`src/hw/rtl/etb_pkg.sv`:
```
// Shared types and constants of the elimination tree builder.
package etb_pkg;

	localparam int MAX_NODES = 1024;
	localparam int NODE_W    = 10;
	localparam int COUNT_W   = 11;
	localparam int SIZE_W    = 8;
	localparam int ROWS_W    = 18;
	localparam int FILL_W    = 35;
	localparam int IN_DATA_W  = 24;
	localparam int OUT_DATA_W = 72;

	localparam logic [1:0] REQ_OPEN  = 2'd0;
	localparam logic [1:0] REQ_ENTRY = 2'd1;
	localparam logic [1:0] REQ_READ  = 2'd2;

	localparam logic [ROWS_W-1:0] ROWS_MAX = '1;

	// One node of the tree as held in the node store.
	typedef struct packed {
		logic                pvalid;
		logic [NODE_W-1:0]   parent;
		logic [NODE_W-1:0]   tag;
		logic [ROWS_W-1:0]   rcount;
		logic [SIZE_W-1:0]   bsize;
	} node_entry_t;

	typedef struct packed {
		logic                wr_en;
		logic [NODE_W-1:0]   wr_addr;
		node_entry_t         wr_data;
		logic                rd_en;
		logic [NODE_W-1:0]   rd_addr;
	} store_ctrl_t;

endpackage

```
`src/hw/rtl/etb_fill.sv`:
```
// Two-stage fill calculation: rows*size + rows*(rows+1)/2.
module etb_fill (
	input  logic                        clk,
	input  logic                        arst_n,
	input  logic                        go,
	input  logic [etb_pkg::ROWS_W-1:0]  rows,
	input  logic [etb_pkg::SIZE_W-1:0]  bsize,
	output logic                        valid,
	output logic [etb_pkg::FILL_W-1:0]  fill
);
	import etb_pkg::*;

	logic                      go_s1;
	logic                      go_s2;
	logic [ROWS_W+SIZE_W-1:0]  rs_s1;
	logic [2*ROWS_W:0]         rr_s1;
	logic [FILL_W-1:0]         fill_s2;
	logic [ROWS_W:0]           rows_inc;
	logic [2*ROWS_W:0]         sum;

	assign rows_inc = {1'b0, rows} + {{ROWS_W{1'b0}}, 1'b1};
	assign sum = {{(2*ROWS_W+1-ROWS_W-SIZE_W){1'b0}}, rs_s1} + {1'b0, rr_s1[2*ROWS_W:1]};

	always_ff @(posedge clk or negedge arst_n) begin
		if (!arst_n) begin
			go_s1 <= 1'b0;
			go_s2 <= 1'b0;
		end else begin
			go_s1 <= go;
			go_s2 <= go_s1;
		end
	end

	always_ff @(posedge clk) begin
		if (go) begin
			rs_s1 <= rows * bsize;
			rr_s1 <= {1'b0, rows} * rows_inc;
		end
		if (go_s1) begin
			fill_s2 <= sum[FILL_W-1:0];
		end
	end

	assign valid = go_s2;
	assign fill  = fill_s2;

endmodule
```
`config.mk`:
```
export PLATFORM = sky130hd
export DESIGN_NAME = etb_fill
export DESIGN_NICKNAME = d
export VERILOG_FILES = /design/src/hw/rtl/etb_pkg.sv /design/src/hw/rtl/etb_fill.sv
export SDC_FILE = /design/constraint.sdc
export NUM_CORES = 1
export LEC_CHECK = 0
export BUFFER_PORTS_ARGS = -buffer_cell sky130_fd_sc_hd__buf_2
export CORE_MARGIN = 8
export CORE_UTILIZATION = 45
export CTS_CLUSTER_DIAMETER = 150
export CTS_CLUSTER_SIZE = 24
export DETAILED_ROUTE_END_ITERATION = 8
export SYNTH_ARGS = -nofsm -noshare
export SYNTH_HDL_FRONTEND = slang
export SYNTH_SLANG_ARGS = --single-unit
```
`constraint.sdc`:
```
create_clock -name clk -period 6.75 [get_ports clk]
set_clock_uncertainty 0.15 [all_clocks]
set_input_delay 2.025 -clock clk [delete_from_list [all_inputs] [get_ports clk]]
set_output_delay 2.025 -clock clk [all_outputs]
set_load 0.005 [all_outputs]
```
==> results of run 1 <==
[repair_timing]
item / 4_1_cts / 5_1_grt
pin swaps: 25 / 101
gates resized for setup: 41 / 116
buffers inserted: 9 / 14
setup endpoints to repair: 28 / 33
[routing by layer]
layer	vias up	wire length, um	global-route usage
li1	7077	-	-
met1	7803	22200	0.261
met2	282	26400	0.339
met3	63	1670	0.0229
met4	0	1370	0.0580
met5	-	0	0
[path summary, 6_finish.rpt]
check / from / to / slack (ns) / cells past startpoint
max in group asynchronous: arst_n / go_s1 / 5.09 / 1
setup reg to reg: rr_s1[2] / fill[33] / 3.39 / 9
hold / removal: rr_s1[1] / fill[0] / 0.41 / 1
setup / recovery: rows[1] / rr_s1[29] / -1.46 / 29
min in group asynchronous: arst_n / valid / 1.26 / 1
hold reg to reg: rr_s1[1] / fill[0] / 0.41 / 1
[layout make-up]
type                            count  area, um^2
Fill cell                        4099       20700
Clock inverter                      7         110
Tap cell                          600         751
Inverter                          477        1790
Antenna cell                        1        2.50
Multi-Input combinational cell   1505       16600
Clock buffer                        9         225
Timing Repair Buffer              294        2180
Sequential cell                    98        2930
[cell families after synthesis]
family	Yosys count
xor+xnor	77
fa+ha+maj	565
compound gates	215
buf+inv	556
simple gates	648
flops	98
[through the flow]
stage	hold WS, ns	setup TNS (ns)	worst slack, ns	std cells	area [um^2]
finish	0.407	-29.49	-1.46	2991	24600
global placement	0.379	-44.21	-1.99	2958	23300
CTS	0.413	-31.08	-1.57	2983	23900
floorplan	0.363	-27.55	-1.60	2159	21000
global route	0.426	-34.67	-1.67	2991	24600
detailed placement	0.395	-46.23	-2.14	2958	23300
[cells in the mapped netlist (5+ instances only)]
cell      number  area [um^2]
xnor2_1       56          490
nand2_1      136          510
nand2b_1     141          882
nand3_1       29          145
o21ai_0       32          160
inv_1        475         1780
clkbuf_1      74          278
a21o_1        24          180
and3_1        15         93.8
o21ai_1        7         35.0
edfxtp_1      96         2880
nor2b_1      157          982
ha_1         197         2460
a21oi_1       72          360
a31oi_1        6         37.5
fa_1         368         7370
xor2_1        21          184
o21bai_1      10         75.1
nor3_1        17         85.1
a211o_1        5         43.8
a211oi_1       8         60.1
o21a_1         9         67.6
and2_1        72          450
nor2_1        58          218
[critical path, delay by kind of cell]
family                   cells  cell delay, ns
buffers and inverters        9            0.79
AO/OA/AOI/OAI                5            1.10
AND/OR/NAND/NOR              6            0.81
XOR/XNOR                     1            0.08
adder cells (fa/ha/maj)      8            3.37
[flip-flops by register name, summed over array words and instances (netlist names)]
signal,flops
rs_s1,26
fill,35
go_s1,1
rr_s1,35
valid,1
[cells in the final DEF, fill, tap and decap left out, types with 20 or more instances in the layout]
cell type  netlist  final
buf_6            2     28
xnor2_1         56     46
a21o_1          24     24
nand2b_1       141    133
nand2_1        136    132
nor2b_1        157    151
ha_1           197    163
ha_4             0     28
nor2_1          58     54
a21oi_2          3     20
buf_4            0    203
fa_1           368    362
o21ai_0         32     25
inv_1          475    463
nand3_1         29     21
edfxtp_1        96     96
and2_1          72     71
a21oi_1         72     52
buf_2            3     61
==> run_results.csv, run 1 <==
group,metric,value,unit
yosys,synth_top_family_by_area,"adder cells",
yosys,synth_xor_area_frac,0.0328,
yosys,syn-num-nets,2753,
timing,post-route-min-period,8.21,ns
global_routing,grt_pass1_wl,84100,um
critical_path,required,6.74,ns
routing,first_pass_iters,6,
routing,routed_via_density,5.09,
yosys,yosys.area_share.adder,0.478,
timing,finalWorstSetupSlack,-1.46,ns
cts,cts.path.max_buffers,2,
final_layout,layout-drive-gt1-share,0.202,
yosys,synthCells,2159,
yosys,muxShareOfSynthArea,0,
critical_path,cp-end-kind,"flip-flop",
job,maxCapViolCount,0,
timing,fmax,0.122,GHz
critical_path,arrival,8.21,ns
floorplanning,fp.dieH,230,um
global_routing,grt.total_usage,0.198,
timing,slew_viol_final,0,
floorplanning,coreArea,45300,um^2
run_status,outcome,"finished, violations left",
yosys,ys_seq_elements,98,
cts,cts_tree,"built",
routing,via_count,15200,
timing,finalCritPeriodShare,1.22,
timing,timing.slew.headroom,0.443,
global_routing,antenna_found_initial,1,
routing,totalWireLength,51700,um
floorplanning,initial_core_util,0.455,
yosys,synth_flop_cell,"edfxtp_1",
final_layout,utilization,0.542,
timing,rsz0062_at_grt,"true",
cts,clk_pin_slew,0.08,ns
timing,tightest_slew,0.836,ns
cts,htree_levels,3,
global_routing,grt-ovfl-total,0,
critical_path,cp-start-kind,"primary input",
place,io_buffers,64,
routing,drc_errors,0,
yosys,synth-simple-area-share,0.172,
cts,cts_num_sinks,98,
critical_path,cp_slowest_stage_delay,0.56,ns
yosys,synth_compound_area_frac,0.0725,
min_path,hold_class,"flip-flop to flip-flop",
yosys,seq_area_frac_synth,0.142,
run_status,violations,"negative setup slack",
cts,cts-root-buf,"clkbuf_16",
critical_path,slowest_stage,"fa_1",
final_layout,area_delta_synth_final,19.3,%
cts,numCtsBuffers,9,
yosys,synth_area_per_cell,9.53,um^2
floorplanning,die_w,230,um
yosys,synth-edff-count,96,
floorplanning,row_count,78,
final_layout,nNetsFinal,2979,
critical_path,path_max_fanout,8,
routing,wire_per_inst,17.3,um
global_routing,grt_start_max_net_pins,63,
floorplanning,io_pins,65,
global_routing,grt_pass1_vias,16000,
yosys,synth_cell_types,69,
place,gp_congestion,0.863,
routing,dr.first_iter.drc_count,771,
cts,clk_latency,0.38,ns
cts,cts_hold_buf,0,
floorplanning,die_area,52800,um^2
place,dpl.hpwl,42800,um
yosys,syn_area,20600,um^2
critical_path,path_class,"primary input to flip-flop",
routing,antenna_left,0,
yosys,async_flop_share,0.0204,
timing,setup-violations-final,26,
yosys,yosysWarnings,0,
timing,hold_viol,0,
Power of run 1 is not shown: default switching activity piles up to over one toggle a cycle in this logic, so the estimate is an artifact.
==> inputs of run 2 (changes only) <==
--- a/config.mk
+++ b/config.mk
@@ -5,12 +5,12 @@
 export SDC_FILE = /design/constraint.sdc
 export NUM_CORES = 1
 export LEC_CHECK = 0
-export BUFFER_PORTS_ARGS = -buffer_cell sky130_fd_sc_hd__buf_2
 export CORE_MARGIN = 8
 export CORE_UTILIZATION = 45
 export CTS_CLUSTER_DIAMETER = 150
 export CTS_CLUSTER_SIZE = 24
 export DETAILED_ROUTE_END_ITERATION = 8
+export DONT_BUFFER_PORTS = 1
 export SYNTH_ARGS = -nofsm -noshare
 export SYNTH_HDL_FRONTEND = slang
 export SYNTH_SLANG_ARGS = --single-unit
==> run 2 against run 1 <==
The flow still finishes with violations (negative setup slack). Register-to-register slack improved by 0.09 ns. Count of clock-buffer cells in the layout did not move. Fmax increased by 1.2%. Sequential cell count unchanged. First-iteration DRC count fell by 18%. Global-route usage shrank 0.81 points. Die area is the same. Via count decreased by 3.1%. Sequential share of layout area increased by 0.63 points. Wire length down 4.3%. Final cell count shrank 4.8%. Critical endpoint is now rr_s1[35].
==> run_results.csv, run 2 (synthesis gave the netlist of run 1 again) <==
group,metric,value,unit
run_status,outcome,"finished, violations left",
run_status,violations,"negative setup slack",
timing,slew_viol_final,0,
min_path,worstHoldStart,"rr_s1[35]",
timing,setup-violations-final,26,
timing,timing.slew.headroom,0.439,
floorplanning,die_area,52800,um^2
critical_path,worst-path-buf-inv,5,
final_layout,layout_commonest_cell,"inv_1",
place,gp_congestion,0.854,
final_layout,n_antenna_cell,0,
cts,cts_num_sinks,98,
timing,rsz0062_at_grt,"true",
timing,hold_ws,0.416,ns
floorplanning,io_pins,65,
critical_path,slowest_stage,"fa_1",
timing,hold_viol,0,
global_routing,antenna_found_initial,0,
routing,first_pass_iters,5,
min_path,hold_class,"flip-flop to flip-flop",
critical_path,reg2reg_from,"rr_s1[2]",
final_layout,area_delta_synth_final,13.4,%
critical_path,cp_slowest_stage_delay,0.52,ns
cts,htree_levels,3,
timing,finalCritPeriodShare,1.20,
global_routing,grt.total_usage,0.189,
global_routing,grt_pass1_vias,15800,
job,maxCapViolCount,0,
global_routing,grt_pass1_wl,80600,um
cts,cts_hold_buf,0,
routing,via_count,14800,
critical_path,cp_common_cell,"fa_1",
routing,drc_errors,0,
cts,cts-root-buf,"clkbuf_16",
floorplanning,coreArea,45300,um^2
floorplanning,initial_core_util,0.455,
critical_path,required,6.71,ns
cts,numCtsBuffers,9,
timing,finalWorstSetupSlack,-1.36,ns
critical_path,cp-start-kind,"primary input",
critical_path,cp_top_family,"adder cells",
routing,totalWireLength,49500,um
critical_path,arrival,8.08,ns
timing,tightest_slew,0.842,ns
floorplanning,fp.dieH,230,um
routing,wire_per_inst,17.4,um
cts,clk_latency,0.36,ns
final_layout,layout-drive-gt1-share,0.139,
critical_path,path_class,"primary input to flip-flop",
critical_path,crit_path_start,"rows[6]",
routing,routed_via_density,5.18,
cts,cts.path.max_buffers,2,
global_routing,grt_start_max_net_pins,63,
final_layout,nNetsFinal,2837,
timing,fmax,0.123,GHz
cts,cts_tree,"built",
routing,antenna_left,0,
critical_path,path_max_fanout,30,
timing,post-route-min-period,8.11,ns
critical_path,cp-end-kind,"flip-flop",
global_routing,grt-ovfl-total,0,
final_layout,final_cell_mix,"inv_1 (465), fa_1 (363), ha_1 (165), nor2b_1 (153), nand2b_1 (134)",
floorplanning,die_w,230,um
cts,clk_pin_slew,0.07,ns
place,io_buffers,0,
routing,dr.first_iter.drc_count,629,
floorplanning,row_count,78,
place,dpl.hpwl,39900,um
run 2: area by class of cell:
| cell class | instances | area (um^2) |
|---|---|---|
| Sequential cell | 98 | 2930 |
| Fill cell | 4110 | 21900 |
| Multi-Input combinational cell | 1505 | 16300 |
| Inverter | 477 | 1790 |
| Timing Repair Buffer | 152 | 1230 |
| Clock inverter | 7 | 86.3 |
| Clock buffer | 9 | 225 |
| Tap cell | 600 | 751 |
run 2: per-layer routing:
metal / share of wire / track usage / routed length, um
met5: 0 / 0 / 0
met4: 0.026 / 0.0542 / 1280
met3: 0.031 / 0.0202 / 1560
met2: 0.54 / 0.353 / 26700
met1: 0.40 / 0.228 / 20000
run 2: path summary, 6_finish.rpt:
check	slack, ns	end	depth (start not counted)
hold / removal	0.42	fill[34]	1
setup reg to reg	3.48	fill[31]	9
setup / recovery	-1.36	rr_s1[35]	26
hold reg to reg	0.42	fill[34]	1
max in group asynchronous	5.17	go_s1	0
min in group asynchronous	1.20	valid	0
run 2: per-stage QoR:
stage                     setup slack (ns)  area, um^2  cells  TNS [ns]   util
after floorplan                      -1.60       21000   2159    -27.55      -
after global placement               -1.87       22400   2816    -38.96  0.495
after detailed placement             -1.94       22400   2816    -40.57  0.495
after CTS                            -1.39       23200   2844    -25.04  0.512
after global routing                 -1.53       23300   2848    -31.39  0.516
final                                -1.36       23300   2848    -26.75  0.516
run 2: repair_timing:
item / in CTS / in global routing
setup buffers: 12 / 4
endpoints found under the hold margin: 0 / 0
pin swaps: 39 / 25
setup endpoints to repair: 27 / 27
resized for setup: 77 / 25
Power of run 2 is left out for the same reason.
